<file path="config.mk">
export PLATFORM = sky130hd
export DESIGN_NAME = block_transfer_address_sequencer_core
export DESIGN_NICKNAME = d
export VERILOG_FILES = /design/src/hdl/btas_pkg.sv /design/src/hdl/btas_addr_unit.sv /design/src/hdl/btas_bit_pick.sv /design/src/hdl/block_transfer_address_sequencer_core.sv
export SDC_FILE = /design/constraint.sdc
export NUM_CORES = 1
export LEC_CHECK = 0
export BUFFER_PORTS_ARGS = -buffer_cell sky130_fd_sc_hd__buf_2
export CORE_MARGIN = 5
export CORE_UTILIZATION = 36
export CTS_CLUSTER_SIZE = 12
export DETAILED_ROUTE_END_ITERATION = 10
export HOLD_SLACK_MARGIN = 0.12
export PLACE_DENSITY_LB_ADDON = 0.1
export SYNTH_ARGS = -nofsm -noshare
export SYNTH_HDL_FRONTEND = slang
export SYNTH_SLANG_ARGS = --single-unit
</file>
<file path="constraint.sdc">
create_clock -name clk -period 6.66 [get_ports clk]
set_input_delay 0.666 -clock clk [delete_from_list [all_inputs] [get_ports clk]]
set_output_delay 0.666 -clock clk [all_outputs]
set_load 0.005 [all_outputs]
</file>
<file path="src/hdl/btas_pkg.sv">
// ============================================================================
// btas_pkg - block transfer address sequencer shared definitions
// Request and response payload types, mode codes and helper functions.
// ============================================================================
package btas_pkg;

    localparam int LIST_W  = 16;
    localparam int INDEX_W = 4;
    localparam int ADDR_W  = 32;
    localparam int COUNT_W = 5;

    localparam logic [1:0] MODE_IA = 2'd0;
    localparam logic [1:0] MODE_IB = 2'd1;
    localparam logic [1:0] MODE_DA = 2'd2;
    localparam logic [1:0] MODE_DB = 2'd3;

    localparam logic [ADDR_W-1:0] WORD_BYTES = 32'd4;

    typedef struct packed {
        logic [1:0]         mode;
        logic               is_load;
        logic               writeback;
        logic [INDEX_W-1:0] base_index;
        logic [LIST_W-1:0]  register_list;
        logic [ADDR_W-1:0]  base_address;
    } req_t;

    typedef struct packed {
        logic [INDEX_W-1:0] register_index;
        logic [ADDR_W-1:0]  transfer_address;
        logic               no_transfer;
        logic               last;
        logic               base_write;
        logic [ADDR_W-1:0]  new_base;
    } rsp_t;

    // One operation of the shared address adder
    typedef struct packed {
        logic [ADDR_W-1:0] a;
        logic [ADDR_W-1:0] b;
        logic              sub;
    } addr_op_t;

    function automatic logic [COUNT_W-1:0] list_count(input logic [LIST_W-1:0] list);
        logic [COUNT_W-1:0] cnt;
        cnt = '0;
        for (int i = 0; i < LIST_W; i++)
        begin
            cnt = cnt + COUNT_W'(list[i]);
        end
        return cnt;
    endfunction

endpackage

</file>
<file path="src/hdl/btas_addr_unit.sv">
// ============================================================================
// btas_addr_unit - shared address adder
// One 32-bit add/subtract used for the new base, the start address and
// every transfer address step. Sums wrap modulo 2^32.
// ============================================================================
module btas_addr_unit (
    input  btas_pkg::addr_op_t          op,
    output logic [btas_pkg::ADDR_W-1:0] sum
);
    import btas_pkg::*;

    always_comb
    begin
        if (op.sub)
        begin
            sum = op.a - op.b;
        end
        else
        begin
            sum = op.a + op.b;
        end
    end

endmodule

</file>
<file path="src/hdl/btas_bit_pick.sv">
// ============================================================================
// btas_bit_pick - lowest set bit finder
// Returns the index and one-hot mask of the lowest set bit of the remaining
// register list.
// ============================================================================
module btas_bit_pick (
    input  logic [btas_pkg::LIST_W-1:0]  mask,
    output logic [btas_pkg::LIST_W-1:0]  onehot,
    output logic [btas_pkg::INDEX_W-1:0] index
);
    import btas_pkg::*;

    assign onehot = mask & (~mask + LIST_W'(1));

    always_comb
    begin
        index = '0;
        for (int i = 0; i < LIST_W; i++)
        begin
            index = index | (onehot[i] ? INDEX_W'(i) : '0);
        end
    end

endmodule

</file>
<file path="src/hdl/block_transfer_address_sequencer_core.sv">
// ============================================================================
// block_transfer_address_sequencer_core - load/store multiple address sequencer
// Takes one block transfer request and issues one response per listed
// register in ascending order, the last one carrying the base writeback.
//
//   channel   direction  handshake            payload
//   req       in         req_valid/req_stall  btas_pkg::req_t
//   rsp       out        rsp_valid/rsp_stall  btas_pkg::rsp_t
//   cfg       in         cfg_we               cfg_data (arm9_rules)
//
// After acceptance the shared adder first computes the new base (S_SPAN),
// then the start address (S_START); S_EMIT then issues one response per
// cycle while rsp_stall does not hold the output, each stepping the address
// on the same adder. An empty list yields a single no-transfer response.
// req_stall is high from acceptance until the last response is loaded.
// rsp_stall holds the output register and pauses the sequencer.
// Reset is asynchronous; arm9_rules resets to 1.
// ============================================================================
module block_transfer_address_sequencer_core (
    input  logic             clk,
    input  logic             rst_n,
    input  logic             req_valid,
    output logic             req_stall,
    input  btas_pkg::req_t   req,
    output logic             rsp_valid,
    input  logic             rsp_stall,
    output btas_pkg::rsp_t   rsp,
    input  logic             cfg_we,
    input  logic             cfg_data
);
    import btas_pkg::*;

    typedef enum logic [3:0] {
        S_IDLE  = 4'b0001,
        S_SPAN  = 4'b0010,
        S_START = 4'b0100,
        S_EMIT  = 4'b1000
    } state_t;

    state_t             state_reg, state_next;
    req_t               req_reg;
    logic [LIST_W-1:0]  list_reg, list_next;
    logic [COUNT_W-1:0] count_reg;
    logic [ADDR_W-1:0]  addr_reg, addr_next;
    logic [ADDR_W-1:0]  nb_reg, nb_next;
    logic               bw_reg, bw_next;
    logic               arm9_reg;
    logic               rsp_valid_reg, rsp_valid_next;
    rsp_t               rsp_reg, rsp_next;

    addr_op_t           op;
    logic [ADDR_W-1:0]  sum;
    logic [LIST_W-1:0]  pick_onehot;
    logic [INDEX_W-1:0] pick_index;
    logic               accept;
    logic               slot_free;
    logic               emit;
    logic               base_listed;
    logic               base_sole;
    logic               base_not_top;

    btas_addr_unit u_addr (
        .op  (op),
        .sum (sum)
    );

    btas_bit_pick u_pick (
        .mask   (list_reg),
        .onehot (pick_onehot),
        .index  (pick_index)
    );

    assign req_stall = (state_reg != S_IDLE);
    assign accept    = req_valid && !req_stall;
    assign slot_free = !rsp_valid_reg || !rsp_stall;
    assign emit      = (state_reg == S_EMIT) && slot_free;
    assign rsp_valid = rsp_valid_reg;
    assign rsp       = rsp_reg;

    assign base_listed  = req_reg.register_list[req_reg.base_index];
    assign base_sole    = req_reg.register_list == (LIST_W'(1) << req_reg.base_index);
    assign base_not_top = (req_reg.register_list >> req_reg.base_index) != LIST_W'(1);

    // Shared adder operand select
    always_comb
    begin
        op = '{a: addr_reg, b: WORD_BYTES, sub: 1'b0};
        case (state_reg)
            S_SPAN:
            begin
                op.a   = req_reg.base_address;
                op.b   = ADDR_W'({count_reg, 2'b00});
                op.sub = req_reg.mode[1];
            end
            S_START:
            begin
                // decrement modes start from the lowered base
                op.a = req_reg.mode[1] ? nb_reg : req_reg.base_address;
                op.b = ((req_reg.mode == MODE_IB) || (req_reg.mode == MODE_DA)) ?
                       WORD_BYTES : '0;
            end
            default:
            begin
                op = '{a: addr_reg, b: WORD_BYTES, sub: 1'b0};
            end
        endcase
    end

    always_comb
    begin
        state_next     = state_reg;
        list_next      = list_reg;
        addr_next      = addr_reg;
        nb_next        = nb_reg;
        bw_next        = bw_reg;
        rsp_next       = rsp_reg;
        rsp_valid_next = rsp_valid_reg && rsp_stall;
        case (state_reg)
            S_IDLE:
            begin
                if (accept)
                begin
                    list_next  = req.register_list;
                    state_next = S_SPAN;
                end
            end
            S_SPAN:
            begin
                nb_next = sum;
                bw_next = req_reg.writeback &&
                          (!req_reg.is_load || !base_listed ||
                           (arm9_reg && (base_sole || base_not_top)));
                state_next = S_START;
            end
            S_START:
            begin
                addr_next  = sum;
                state_next = S_EMIT;
            end
            S_EMIT:
            begin
                if (emit)
                begin
                    rsp_valid_next = 1'b1;
                    if (list_reg == '0)
                    begin
                        rsp_next   = '{register_index: '0, transfer_address: '0,
                                       no_transfer: 1'b1, last: 1'b1,
                                       base_write: bw_reg, new_base: nb_reg};
                        state_next = S_IDLE;
                    end
                    else
                    begin
                        list_next = list_reg & ~pick_onehot;
                        addr_next = sum;
                        rsp_next.register_index   = pick_index;
                        rsp_next.transfer_address = addr_reg;
                        rsp_next.no_transfer      = 1'b0;
                        rsp_next.last             = (list_next == '0);
                        rsp_next.base_write       = (list_next == '0) && bw_reg;
                        rsp_next.new_base         = (list_next == '0) ? nb_reg : '0;
                        if (list_next == '0)
                        begin
                            state_next = S_IDLE;
                        end
                    end
                end
            end
            default:
            begin
                state_next = S_IDLE;
            end
        endcase
    end

    always_ff @(posedge clk or negedge rst_n)
    begin
        if (!rst_n)
        begin
            state_reg     <= S_IDLE;
            rsp_valid_reg <= 1'b0;
            arm9_reg      <= 1'b1;
        end
        else
        begin
            state_reg     <= state_next;
            rsp_valid_reg <= rsp_valid_next;
            if (cfg_we)
            begin
                arm9_reg <= cfg_data;
            end
        end
    end

    always_ff @(posedge clk)
    begin
        if (accept)
        begin
            req_reg   <= req;
            count_reg <= list_count(req.register_list);
        end
        list_reg <= list_next;
        addr_reg <= addr_next;
        nb_reg   <= nb_next;
        bw_reg   <= bw_next;
        rsp_reg  <= rsp_next;
    end

    // An empty-list response always closes the run
    a_empty_is_last: assert property (@(posedge clk) disable iff (!rst_n)
        rsp_valid && rsp.no_transfer |-> rsp.last)
        else $error("no-transfer response without last");

    // Writeback fields stay clear before the last response
    a_mid_clear: assert property (@(posedge clk) disable iff (!rst_n)
        rsp_valid && !rsp.last |-> !rsp.base_write && (rsp.new_base == '0))
        else $error("writeback fields set on a middle response");

    // An accepted request starts with the base computation
    a_accept_span: assert property (@(posedge clk) disable iff (!rst_n)
        accept |=> (state_reg == S_SPAN))
        else $error("accepted request did not start the sequence");

    // The sequencer returns to idle only after issuing the last response
    a_idle_after_last: assert property (@(posedge clk) disable iff (!rst_n)
        (state_reg == S_EMIT) && (state_next == S_IDLE) |=> rsp_valid && rsp.last)
        else $error("sequence ended without a last response");

endmodule

</file>
After elaboration in Yosys (flattened, before gate mapping)
Cells that the tools add are included.
{"block": "word_totals", "regBits": 219, "out_inout_bits": 73, "elab_cells": 134}
{"block": "classes", "add_sub_neg": 18, "magnitude_cmp": 1, "n_eq_ne": 13, "shift": 2, "muxes": 38, "n_bitwise": 18, "n_reduce_logical": 24}
{"operator": "$mux 32", "n": 5}
{"operator": "$pmux 64 s2", "n": 1}
{"operator": "$pmux 32 s2", "n": 1}
{"operator": "$or 4x4->4", "n": 14}
{"operator": "$add 5x1->5", "n": 11}
{"operator": "$mux 16", "n": 3}
{"operator": "$mux 4", "n": 12}
{"operator": "$mux 35", "n": 1}
{"operator": "$add 32x32->32", "n": 1}
{"operator": "$and 16x16->16", "n": 2}
{"operator": "$logic_not 16->1", "n": 2}
{"operator": "$not 16->16", "n": 2}
{"operator": "$pmux 16 s2", "n": 1}
{"operator": "$sub 32x32->32", "n": 1}
{"operator": "$add 16x1->16 const B", "n": 1}
{"operator": "$eq 16x16->1", "n": 1}
{"operator": "$ne 16x1->1 const B", "n": 1}
{"operator": "$pmux 4 s4", "n": 1}
{"operator": "$shl 1x4->16 const A", "n": 1}
{"operator": "$shr 16x4->16", "n": 1}
{"operator": "$mux 3", "n": 5}
{"operator": "$logic_and 1x1->1", "n": 6}
{"operator": "$ne 2x2->1 const B", "n": 3}
{"operator": "$reduce_and 3->1", "n": 2}
{"operator": "21 further kinds", "n": 35}

Longest topological paths before layout
Gate-level depths: netlist of run 1.
{"block": "depth", "depth_word": 18, "ltp_mapped": 18}

Modules after synthesis
Synthesis of run 1 repeated with hierarchy kept, for this count alone.
{"block": "unflattened", "hier_cells": 1041, "hier_area_um2": 12022.8}
{"mod": "block_transfer_address_sequencer_core", "n_inst": 1, "cells_per_inst": 651, "area_per_inst_um2": 9410.3}
{"mod": "btas_addr_unit", "n_inst": 1, "cells_per_inst": 336, "area_per_inst_um2": 2299.7}
{"mod": "btas_bit_pick", "n_inst": 1, "cells_per_inst": 54, "area_per_inst_um2": 312.8}

Worst setup path before layout of run 1
Ideal clock, no wire load.
{"block": "synth_timing", "path_type": "register to register", "startpoint": "register state_reg[1]", "endpoint": "register addr_reg[0], enable pin", "setup_ns": 0.388, "arrival_time_ns": 5.567, "required_ns": 6.272, "path_slack_ns": 0.705, "path_stages_with_launch": 6, "path_buffers": 2, "period_less_slack_ns": 5.955, "cell_sequence": "dfrtp_1 -> clkbuf_1 -> or3_1 -> clkbuf_1 -> a21oi_1 -> a21o_1"}
{"block": "synth_between", "elab_chain_len": 4, "elab_cells_between_ends": 7, "classes_between": "eq/ne (4); reduce/logical (3)"}
{"element": "from (decl)", "line": "block_transfer_address_sequencer_core.sv:40", "source": "state_t state_reg, state_next;"}
{"element": "from (signal assigned)", "line": "block_transfer_address_sequencer_core.sv:186", "source": "state_reg <= state_next;"}
{"element": "$eq 4x4->1", "line": "block_transfer_address_sequencer_core.sv:76, block_transfer_address_sequencer_core.sv:118"}
{"element": "$logic_and 1x1->1", "line": "block_transfer_address_sequencer_core.sv:76", "source": "assign emit = (state_reg == S_EMIT) && slot_free;"}
{"element": "$ne 2x2->1 (no source line)"}
{"element": "$reduce_and 3->1 (no source line) (*)"}
{"element": "to (signal assigned)", "line": "block_transfer_address_sequencer_core.sv:203", "source": "addr_reg <= addr_next;"}
{"element": "to (decl)", "line": "block_transfer_address_sequencer_core.sv:44", "source": "logic [ADDR_W-1:0] addr_reg, addr_next;"}
Every way passes the cells marked *; elsewhere a longest branch is shown, timed or not.
A chain may end at the register's enable or synchronous reset.

Worst setup path after layout of run 1
{"block": "layout_timing", "startpoint": "register state_reg[0]", "endpoint": "register addr_reg[26] (data pin)"}
{"block": "layout_between", "elab_chain_len": 7, "elab_cells_between_ends": 11, "classes_between": "add/sub (2); eq/ne (3); mux (6)"}
{"element": "$eq 4x3->1 / $eq 4x2->1 (equally long branches)", "line": "block_transfer_address_sequencer_core.sv:88, block_transfer_address_sequencer_core.sv:118"}
{"element": "$pmux 64 s2", "line": "block_transfer_address_sequencer_core.sv:88", "source": "case (state_reg)"}
{"element": "$add 32x32->32 / $sub 32x32->32 (equally long branches)", "line": "btas_addr_unit.sv:20, btas_addr_unit.sv:16"}
{"element": "$mux 32", "line": "btas_addr_unit.sv:14", "source": "if (op.sub)"}
{"element": "$mux 32", "line": "block_transfer_address_sequencer_core.sv:145", "source": "if (list_reg == '0)"}
{"element": "$mux 32", "line": "block_transfer_address_sequencer_core.sv:142", "source": "if (emit)"}
{"element": "$pmux 32 s2 (*)", "line": "block_transfer_address_sequencer_core.sv:118", "source": "case (state_reg)"}
{"element": "named net addr_next[26]", "line": "block_transfer_address_sequencer_core.sv:44"}
Mark *: on every way through the listed nets, which the timed path passes. The rest lies on a longest branch. The select of a mux whose other input is x is not followed.

==> results.py, run 1 <==
metrics = {
    "run_status": {
        "status": "completed",
    },
    "yosys": {
        "synth_area_um2": 10990,
        "synth_top_area_frac": 0.5820,
        "synthTopCellsByArea": "edfxtp_1, ha_1, and2_1, a222oi_1, inv_1",
        "yosysMostFrequentCell": "edfxtp_1",
        "ys_warn_count": 0,
        "async_reset_ff_frac": 0.02740,
        "synth_ff_type": "edfxtp_1",
        "syn_area_per_cell_um2": 12.25,
        "ys_seq_elements": 219,
        "ys_seq_area_frac": 0.5959,
        "synth.distinct_cells": 72,
        "synth_nets": 1005,
        "synth_top_cells_by_count": "edfxtp_1, and2_1, inv_1",
        "synth-edff-count": 213,
        "synthCells": 897,
        "synth_top_area_cell": "edfxtp_1",
    },
    "die": {
        "dieArea_um2": 34120,
        "core_area_um2": 30350,
        "die_w_um": 184.7,
        "rows": 64,
        "start_util": 0.3621,
        "pin_count": 135,
        "dieHeight_um": 184.7,
    },
    "critical_path": {
        "endpoint": "addr_reg[26]",
        "r2r_slack_ps": 1330,
        "critPathLaunch": "state_reg[0]",
        "crit_fanout": 21,
        "timing.rr.end": "addr_reg[26]",
        "critPathKind": "register to register",
        "startpoint_type": "register",
        "cp.required_ps": 6920,
        "cp-end-kind": "register",
        "r2r_start": "state_reg[0]",
        "rr_worst_depth": 17,
        "crit_arrival_ps": 5590,
    },
    "timing": {
        "hold_viol_final": 0,
        "hold_slack_ps": 315.7,
        "setup_tns_ps": 0,
        "setup_viol": 0,
        "slew_violations": 0,
        "max_slew.worst_pin.slew_ps": 1054,
        "fin_worst_skew_ps": 20.86,
        "fin_crit_ps": 5332,
        "fmax_ghz": 0.1876,
        "rsz0062_at_grt": "no",
        "final.period_utilization": 0.8005,
        "relSlewSlack": 0.2964,
    },
    "placement": {
        "io_buffer_count": 134,
        "dp_hpwl_mm": 19.00,
        "gp_congestion": 0.8315,
    },
    "finish": {
        "fin_util": 0.4226,
        "fillCellCount": 2884,
        "drive_above_1_share": 0.1914,
        "largest_reg_flops": 71,
        "nNetsFinal": 1135,
        "diodes": 0,
        "area_delta_synth_final_pct": 16.70,
    },
    "detailed_routing": {
        "wl_per_cell_um": 19.26,
        "via_count": 7599,
        "firstDrtPassIters": 5,
        "postRouteAntennaNets": 0,
        "drt_iter0_drc": 535,
        "drt-vias-per-instance": 5.273,
        "remaining_drc_errors": 0,
        "routed_wirelength_mm": 27.75,
    },
    "pwr": {
        "p_total_w": 0.005917,
        "power_density_nw_per_um2": 461.4,
        "leakagePower_nw": 4.872,
        "ir_worst_vdd_mv": 0.2199,
    },
    "cts": {
        "clkSinkCount": 219,
        "cts_tree": "yes",
        "hold_buffers": 1,
        "cts_setup_buffers": 0,
        "clock_latency_ps": 530,
        "cts_root_buffer": "clkbuf_16",
        "cts_htree_levels": 1,
        "cts-resized-gates": 0,
        "path_clk_slew_ps": 60,
        "clk_path_buf_depth": 3,
        "cts_buffers": 25,
    },
    "global_route": {
        "grt_usage": 0.1612,
        "grt_pass1_vias": 7735,
        "grt_pass1_wl_mm": 43.46,
        "overflow": 0,
        "grt_antenna_before_repair": 0,
        "grt_max_degree": 73,
    },
    "job": {
        "drv_cap": 0,
    },
    "min_path": {
        "min_path_type": "input pin to register",
    },
}
[cell usage in the layout (no fill, tap or decap), drive strengths merged, types with 12 or more instances in the layout]
master  Yosys  routed
nand3      23      23
nor3       20      20
xnor2      19      19
ha         36      36
a21oi      46      46
edfxtp    213     213
clkbuf     30      33
nand2      43      43
and2       70      70
o21ai      47      47
nor2       52      52
a222oi     32      32
nor2b      12      12
inv        69      70
buf        12     144
[routing by layer]
| layer | wire [µm] | GRT usage | vias to the layer above |
|---|---|---|---|
| li1 | - | - | 3675 |
| met4 | 382 | 0.03230 | 0 |
| met2 | 12610 | 0.2588 | 226 |
| met5 | 0 | 0 | - |
| met1 | 13050 | 0.2308 | 3669 |
| met3 | 1716 | 0.03059 | 29 |
[kinds of logic after synthesis]
kind of cell	share of synthesized area
buf+inv	0.04065
compound gates	0.1325
simple gates	0.1353
flops	0.5959
mux	0.01400
xor+xnor	0.02152
fa+ha+maj	0.06012
[worst min-delay path by stage]
stage             from          end  slack [ps]  cells past startpoint
3_3_place_gp     rst_n    rsp_valid         520                      1
4_1_cts        req[54]  req_reg[54]         290                      1
6_report       req[54]  req_reg[54]         320                      1
2_1_floorplan    rst_n    rsp_valid         370                      0
3_5_place_dp    bw_reg      rsp[32]         510                      1
5_1_grt        req[22]  req_reg[22]         290                      1
[final cells by class]
type,count,area [µm²],area share
Inverter,69,259.0,0.02020
Clock buffer,33,665.6,0.05190
Multi-Input combinational cell,567,4009,0.3126
Clock inverter,12,91.34,0.007122
Timing Repair Buffer,145,755.7,0.05893
Tap cell,396,495.5,0.03863
Sequential cell,219,6549,0.5106
[metrics by stage]
stage | setup WS [ps] | cell area [µm²] | cells
2_1_floorplan | 705.3 | 10990 | 897
3_3_place_gp | 1424 | 12060 | 1395
3_5_place_dp | 1334 | 12060 | 1395
4_1_cts | 1276 | 12820 | 1441
5_1_grt | 824.8 | 12820 | 1441
6_report | 1328 | 12820 | 1441
[power by group]
group	total (W)	switching [W]	internal, W
registers	0.00235	0.000244	0.00211
clock network	0.00127	0.000532	0.000741
logic	0.00229	0.00142	0.000870
total	0.00592	0.00220	0.00372
[worst max-delay path, cell delays in order (launching register included)]
cell	delay (ps)
dfstp_2	590
nor3_1	80
nand2_1	190
inv_2	130
nor2_2	830
nor2b_1	180
ha_1	280
and2_1	160
ha_1	170
nand2b_1	300
ha_1	470
nand4_1	150
nor4_1	270
a22oi_1	160
a211oi_1	620
a21oi_1	220
o21ai_1	180
xor2_1	90
Power figures use the tool's default switching activity.
==> inputs of run 2 (changes only) <==
==> constraint.sdc (replaced) <==
create_clock -name clk -period 5.3 [get_ports clk]
set_input_delay 0.53 -clock clk [delete_from_list [all_inputs] [get_ports clk]]
set_output_delay 0.53 -clock clk [all_outputs]
set_load 0.005 [all_outputs]
==> run 2 against run 1 <==
Compared with the run above: clock skew shrank 11 ps; cell area grew 0.48%; first-iteration DRC count down 4.3%; worst setup slack worse by 580 ps; combinational power rose by 26%; routed wire length is 1.6% lower; non-clock buffer count is 3 higher; worst hold slack lost 130 ps; cell count barely moved; sequential power is 26% higher; highest routed layer unchanged.
==> results.py, run 2 (synthesis gave the netlist of run 1 again) <==
metrics = {
    "run_status": {
        "status": "completed",
    },
    "pwr": {
        "power_density_nw_per_um2": 583.1,
        "clock_power_share": 0.224,
        "ir_worst_vdd_mv": 0.2779,
        "p_total_w": 0.007514,
        "intPower_w": 0.004771,
        "switchingPower_w": 0.002744,
        "leakagePower_nw": 4.886,
        "pwr-share-comb": 0.383,
        "p_sw_frac": 0.3651,
        "power_frac_seq": 0.392,
    },
    "finish": {
        "final_cell_mix": "edfxtp_1, buf_2, and2_1",
        "area_delta_synth_final_pct": 17.26,
        "fin_cells": 1442,
        "nNetsFinal": 1138,
        "drive_above_1_share": 0.1912,
        "largest_reg_flops": 71,
        "fillCellCount": 2884,
        "diodes": 0,
        "final_common_cell": "edfxtp_1",
    },
    "global_route": {
        "grt_pass1_vias": 7608,
        "grt_usage": 0.1578,
        "grt_max_degree": 72,
        "grt_antenna_before_repair": 0,
        "overflow": 0,
        "grt_pass1_wl_mm": 42.90,
    },
    "critical_path": {
        "startpoint_type": "register",
        "crit_fanout": 8,
        "cp.required_ps": 5550,
        "rr_worst_depth": 15,
        "cp-end-kind": "register",
        "r2r_slack_ps": 750,
        "critPathKind": "register to register",
        "crit_arrival_ps": 4800,
    },
    "cts": {
        "cts_root_buffer": "clkbuf_16",
        "clk_path_buf_depth": 3,
        "clock_latency_ps": 510,
        "cts_buffers": 25,
        "path_clk_slew_ps": 60,
        "cts_tree": "yes",
        "cts_htree_levels": 1,
        "clkSinkCount": 219,
    },
    "timing": {
        "fin_worst_skew_ps": 9.569,
        "hold_viol_final": 0,
        "fin_crit_ps": 4549,
        "fmax_ghz": 0.2198,
        "slew_violations": 0,
        "final.period_utilization": 0.8584,
        "relSlewSlack": 0.3043,
        "setup_tns_ps": 0,
        "max_slew.worst_pin.slew_ps": 1043,
        "setup_viol": 0,
        "rsz0062_at_grt": "no",
    },
    "detailed_routing": {
        "firstDrtPassIters": 6,
        "postRouteAntennaNets": 0,
        "routed_wirelength_mm": 27.30,
        "drt-vias-per-instance": 5.227,
        "wl_per_cell_um": 18.93,
        "via_count": 7538,
        "remaining_drc_errors": 0,
        "drt_iter0_drc": 512,
    },
    "die": {
        "rows": 64,
        "start_util": 0.3621,
        "die_w_um": 184.7,
        "pin_count": 135,
        "dieArea_um2": 34120,
        "core_area_um2": 30350,
        "dieHeight_um": 184.7,
    },
    "min_path": {
        "min_path_type": "input pin to register",
        "hold_depth": 1,
    },
    "placement": {
        "io_buffer_count": 134,
        "place_inst": 1398,
        "gp_congestion": 0.8591,
        "dp_hpwl_mm": 19.16,
    },
    "job": {
        "drv_cap": 0,
    },
}
run 2: critical path, stage by stage (launching register included):
cell      delay [ps]
dfrtp_1          460
nor4b_2          580
a22oi_1          160
nor2b_1          200
ha_1             220
and2_1           160
ha_1             170
nand2b_1         300
ha_1             450
nand4_1          200
nor4_1           250
a22oi_1          170
a211oi_1         500
a21oi_1          190
o21ai_1          180
xor2_1            90
run 2: cell type report:
cell class,count,area (µm²),area share
clock buffers,32,661.9,0.05136
inverters,69,259.0,0.02010
multi-input cells,567,4009,0.3111
flip-flops and latches,219,6549,0.5082
clock inverters,11,133.9,0.01039
repair buffers,148,778.2,0.06039
well taps,396,495.5,0.03845
run 2: final timing paths:
check                        startpoint           end
setup / recovery           state_reg[1]  addr_reg[26]
hold / removal                   req[3]    req_reg[3]
setup reg to reg           state_reg[1]  addr_reg[26]
hold reg to reg                  bw_reg       rsp[32]
max in group asynchronous         rst_n  state_reg[0]
min in group asynchronous         rst_n  state_reg[2]
run 2: timing repair:
action	CTS	global route
buffers inserted	0	0
setup endpoints to repair	0	0
resized for setup	0	0
hold buffers	1	0
endpoints found under the hold margin	6	0
run 2: layer usage:
layer | global-route usage | vias up | part of all wire
met1 | 0.2306 | 3627 | 0.48
met4 | 0.03083 | 0 | 0.015
li1 | - | 3671 | -
met2 | 0.2523 | 215 | 0.45
met3 | 0.02427 | 25 | 0.055
met5 | 0 | - | 0
run 2: stage by stage:
step / util / cell area [µm²] / setup slack, ps / hold slack (ps)
floorplan: - / 10990 / 990.6 / 234.4
global placement: 0.3980 / 12080 / 916.6 / 377.7
finish: 0.4246 / 12890 / 750.7 / 185.7
CTS: 0.4246 / 12890 / 770.5 / 159.8
detailed placement: 0.3980 / 12080 / 812.9 / 379.9
global route: 0.4246 / 12890 / 348.5 / 160.5
run 2: power by group through the flow:
stage	clock [W]	combinational, W	sequential (W)
floorplan	0	0.00217	0.00283
finish	0.00169	0.00288	0.00295
global route	0.00181	0.00326	0.00300
CTS	0.00174	0.00291	0.00295
detailed placement	0	0.00291	0.00298
global placement	0	0.00289	0.00298
==> inputs of run 3 (changes only) <==
--- a/config.mk
+++ b/config.mk
@@ -5,6 +5,7 @@
 export SDC_FILE = /design/constraint.sdc
 export NUM_CORES = 1
 export LEC_CHECK = 0
+export ABC_AREA = 1
 export BUFFER_PORTS_ARGS = -buffer_cell sky130_fd_sc_hd__buf_2
 export CORE_MARGIN = 5
 export CORE_UTILIZATION = 36
@@ -15,3 +16,4 @@
 export SYNTH_ARGS = -nofsm -noshare
 export SYNTH_HDL_FRONTEND = slang
 export SYNTH_SLANG_ARGS = --single-unit
+export TNS_END_PERCENT = 20
==> run 3 against run 2 <==
Compared with the run above: critical path depth increased by 3; power increased by 9.7%; non-clock buffer count decreased by 1; cell area increased by 7.4%; routed wire length increased by 19%; sequential share of layout area decreased by 3.5 points; clock skew increased by 7.3 ps; via count increased by 15%; critical path type unchanged.
==> results.py, run 3 <==
metrics = {
    "placement": {
        "post-place-ws_ps": 966.4,
        "gp_congestion": 0.9199,
        "io_buffer_count": 134,
        "dp_hpwl_mm": 23.56,
    },
    "yosys": {
        "ys_seq_elements": 219,
        "synth_top_family_by_area": "simple AND/OR/NAND/NOR gates",
        "synth_top_cells_by_count": "nand2_1, edfxtp_1, inv_1",
        "synth.distinct_cells": 49,
        "syn_area_per_cell_um2": 9.811,
        "synth-edff-count": 213,
        "synthTopCellsByArea": "edfxtp_1, nand2_1, inv_1, ha_1, nor2_1",
        "synth_top_area_cell": "edfxtp_1",
        "yosysMostFrequentCell": "nand2_1",
        "synth_xor_area_frac": 0.02525,
        "synth_ff_type": "edfxtp_1",
        "synth_compound_area_frac": 0.08859,
        "synth_nets": 1310,
        "synthCells": 1202,
        "synth_top_area_frac": 0.5424,
        "ys_seq_area_frac": 0.5553,
        "yosys.area_share.simple": 0.1935,
        "synth_fa_ha_area_frac": 0.05517,
        "synth_mux_area_frac": 0.002653,
        "ys_warn_count": 0,
        "async_reset_ff_frac": 0.02740,
        "synth_area_um2": 11790,
    },
    "finish": {
        "drive_above_1_share": 0.1778,
        "largest_reg_flops": 71,
        "fin_util": 0.4264,
        "area_delta_synth_final_pct": 17.35,
        "final_cell_mix": "nand2_1, edfxtp_1, inv_1",
        "final_common_cell": "nand2_1",
        "diodes": 0,
        "nNetsFinal": 1452,
    },
    "cts": {
        "path_clk_slew_ps": 60,
        "cts_root_buffer": "clkbuf_16",
        "clk_path_buf_depth": 3,
        "cts_tree": "yes",
        "cts_buffers": 26,
        "clkSinkCount": 219,
        "cts_setup_buffers": 0,
        "cts_htree_levels": 1,
        "clock_latency_ps": 530,
    },
    "critical_path": {
        "crit_fanout": 15,
        "r2r_start": "state_reg[2]",
        "critPathKind": "register to register",
        "critPathLaunch": "state_reg[2]",
        "startpoint_type": "register",
        "endpoint": "addr_reg[31]",
        "crit_arrival_ps": 4620,
        "cp.required_ps": 5560,
        "timing.rr.end": "addr_reg[31]",
        "r2r_slack_ps": 940,
        "cp-end-kind": "register",
        "rr_worst_depth": 18,
    },
    "die": {
        "pin_count": 135,
        "die_w_um": 191.0,
        "dieHeight_um": 191.0,
        "rows": 66,
        "start_util": 0.3634,
        "core_area_um2": 32450,
        "dieArea_um2": 36480,
    },
    "global_route": {
        "grt_max_degree": 45,
        "grt_antenna_before_repair": 0,
        "grt_pass1_wl_mm": 50.61,
        "overflow": 0,
        "grt_pass1_vias": 8712,
        "grt_usage": 0.1776,
    },
    "pwr": {
        "ir_worst_vdd_mv": 0.2831,
        "leakagePower_nw": 5.957,
        "power_density_nw_per_um2": 595.5,
        "p_total_w": 0.008241,
    },
    "detailed_routing": {
        "postRouteAntennaNets": 0,
        "drt_iter0_drc": 475,
        "via_count": 8636,
        "drt-vias-per-instance": 4.790,
        "firstDrtPassIters": 5,
        "routed_wirelength_mm": 32.52,
        "wl_per_cell_um": 18.03,
        "remaining_drc_errors": 0,
    },
    "timing": {
        "setup_viol": 0,
        "final.period_utilization": 0.8225,
        "slew_violations": 0,
        "fin_worst_skew_ps": 16.84,
        "relSlewSlack": 0.3103,
        "setup_ws_ps": 940.5,
        "fin_crit_ps": 4360,
        "setup_tns_ps": 0,
        "max_slew.worst_pin.slew_ps": 1034,
        "fmax_ghz": 0.2294,
        "hold_viol_final": 0,
        "rsz0062_at_grt": "no",
    },
    "run_status": {
        "status": "completed",
    },
    "job": {
        "drv_cap": 0,
    },
    "min_path": {
        "hp-start": "req[19]",
        "min_path_type": "input pin to register",
    },
}
[run 3: cell types whose count changed after synthesis, moves of 30 or more]
cell and delta:
nor2_1 +59, a222oi_1 -32, o21ai_0 +33, nand2_1 +208
and2_1 -69, o221ai_1 +30, inv_1 +130
[run 3: where the power goes]
part           internal (W)  leakage (nW)  switching (W)
Clock               0.00107         0.396       0.000693
Combinational       0.00107          3.55        0.00245
Sequential          0.00272          2.01       0.000242
[run 3: cell families (layout without fill, tap and decap cells)]
logic type      after synthesis  in the layout
simple gates                488            488
buf+inv                     239            398
flops                       219            219
compound gates              173            173
fa+ha+maj                    46             46
xor+xnor                     34             34
mux                           3              3
[run 3: timing repair]
action | 4_1_cts | 5_1_grt
hold endpoints to repair | 6 | 0
gates resized for setup | 0 | 0
hold buffers | 1 | 0
[run 3: metal layers]
metal	vias up	wire, µm	track usage
met5	-	0	0
met2	184	14060	0.2711
met1	4087	16370	0.2678
met3	46	1283	0.02301
li1	4319	-	-
met4	0	801	0.04586
[run 3: how the worst min path moves through the flow]
stage               cells past startpoint  slack, ps           to
floorplan                               0        230    rsp_valid
global placement                        1        380    rsp_valid
detailed placement                      1        380    rsp_valid
CTS                                     1        150  req_reg[21]
global route                            1        160  req_reg[21]
finish                                  1        180  req_reg[19]
[run 3: critical path, cell delays in order (launching register included)]
cell and delay [ps]:
dfrtp_1 410, nor2_1 110, nand3_1 500, nand2_1 390, nand3_1 150, inv_2 110, ha_1 160, nand2_1 60
nor2_1 120, ha_1 160, inv_1 30, nand2_1 270, ha_1 340, a21oi_1 230, o21ai_0 240, a21oi_1 180
nand2_1 210, a21oi_1 300, xor2_1 120
[run 3: layout make-up]
| type | count | area [µm²] |
|---|---|---|
| fillers | 3222 | 18620 |
| flip-flops and latches | 219 | 6549 |
| multi-input cells | 744 | 4344 |
| repair buffers | 147 | 783.3 |
| inverters | 206 | 774.5 |
| clock buffers | 33 | 698.2 |
| well taps | 442 | 553.0 |
| clock inverters | 12 | 136.4 |
[run 3: through the flow]
step,cell area [µm²],cells,hold WS [ps]
2_1_floorplan,11790,1202,234.4
4_1_cts,13840,1803,149.2
5_1_grt,13840,1803,160.3
3_5_place_dp,12990,1757,379.1
3_3_place_gp,12990,1757,383.1
6_report,13840,1803,176.2
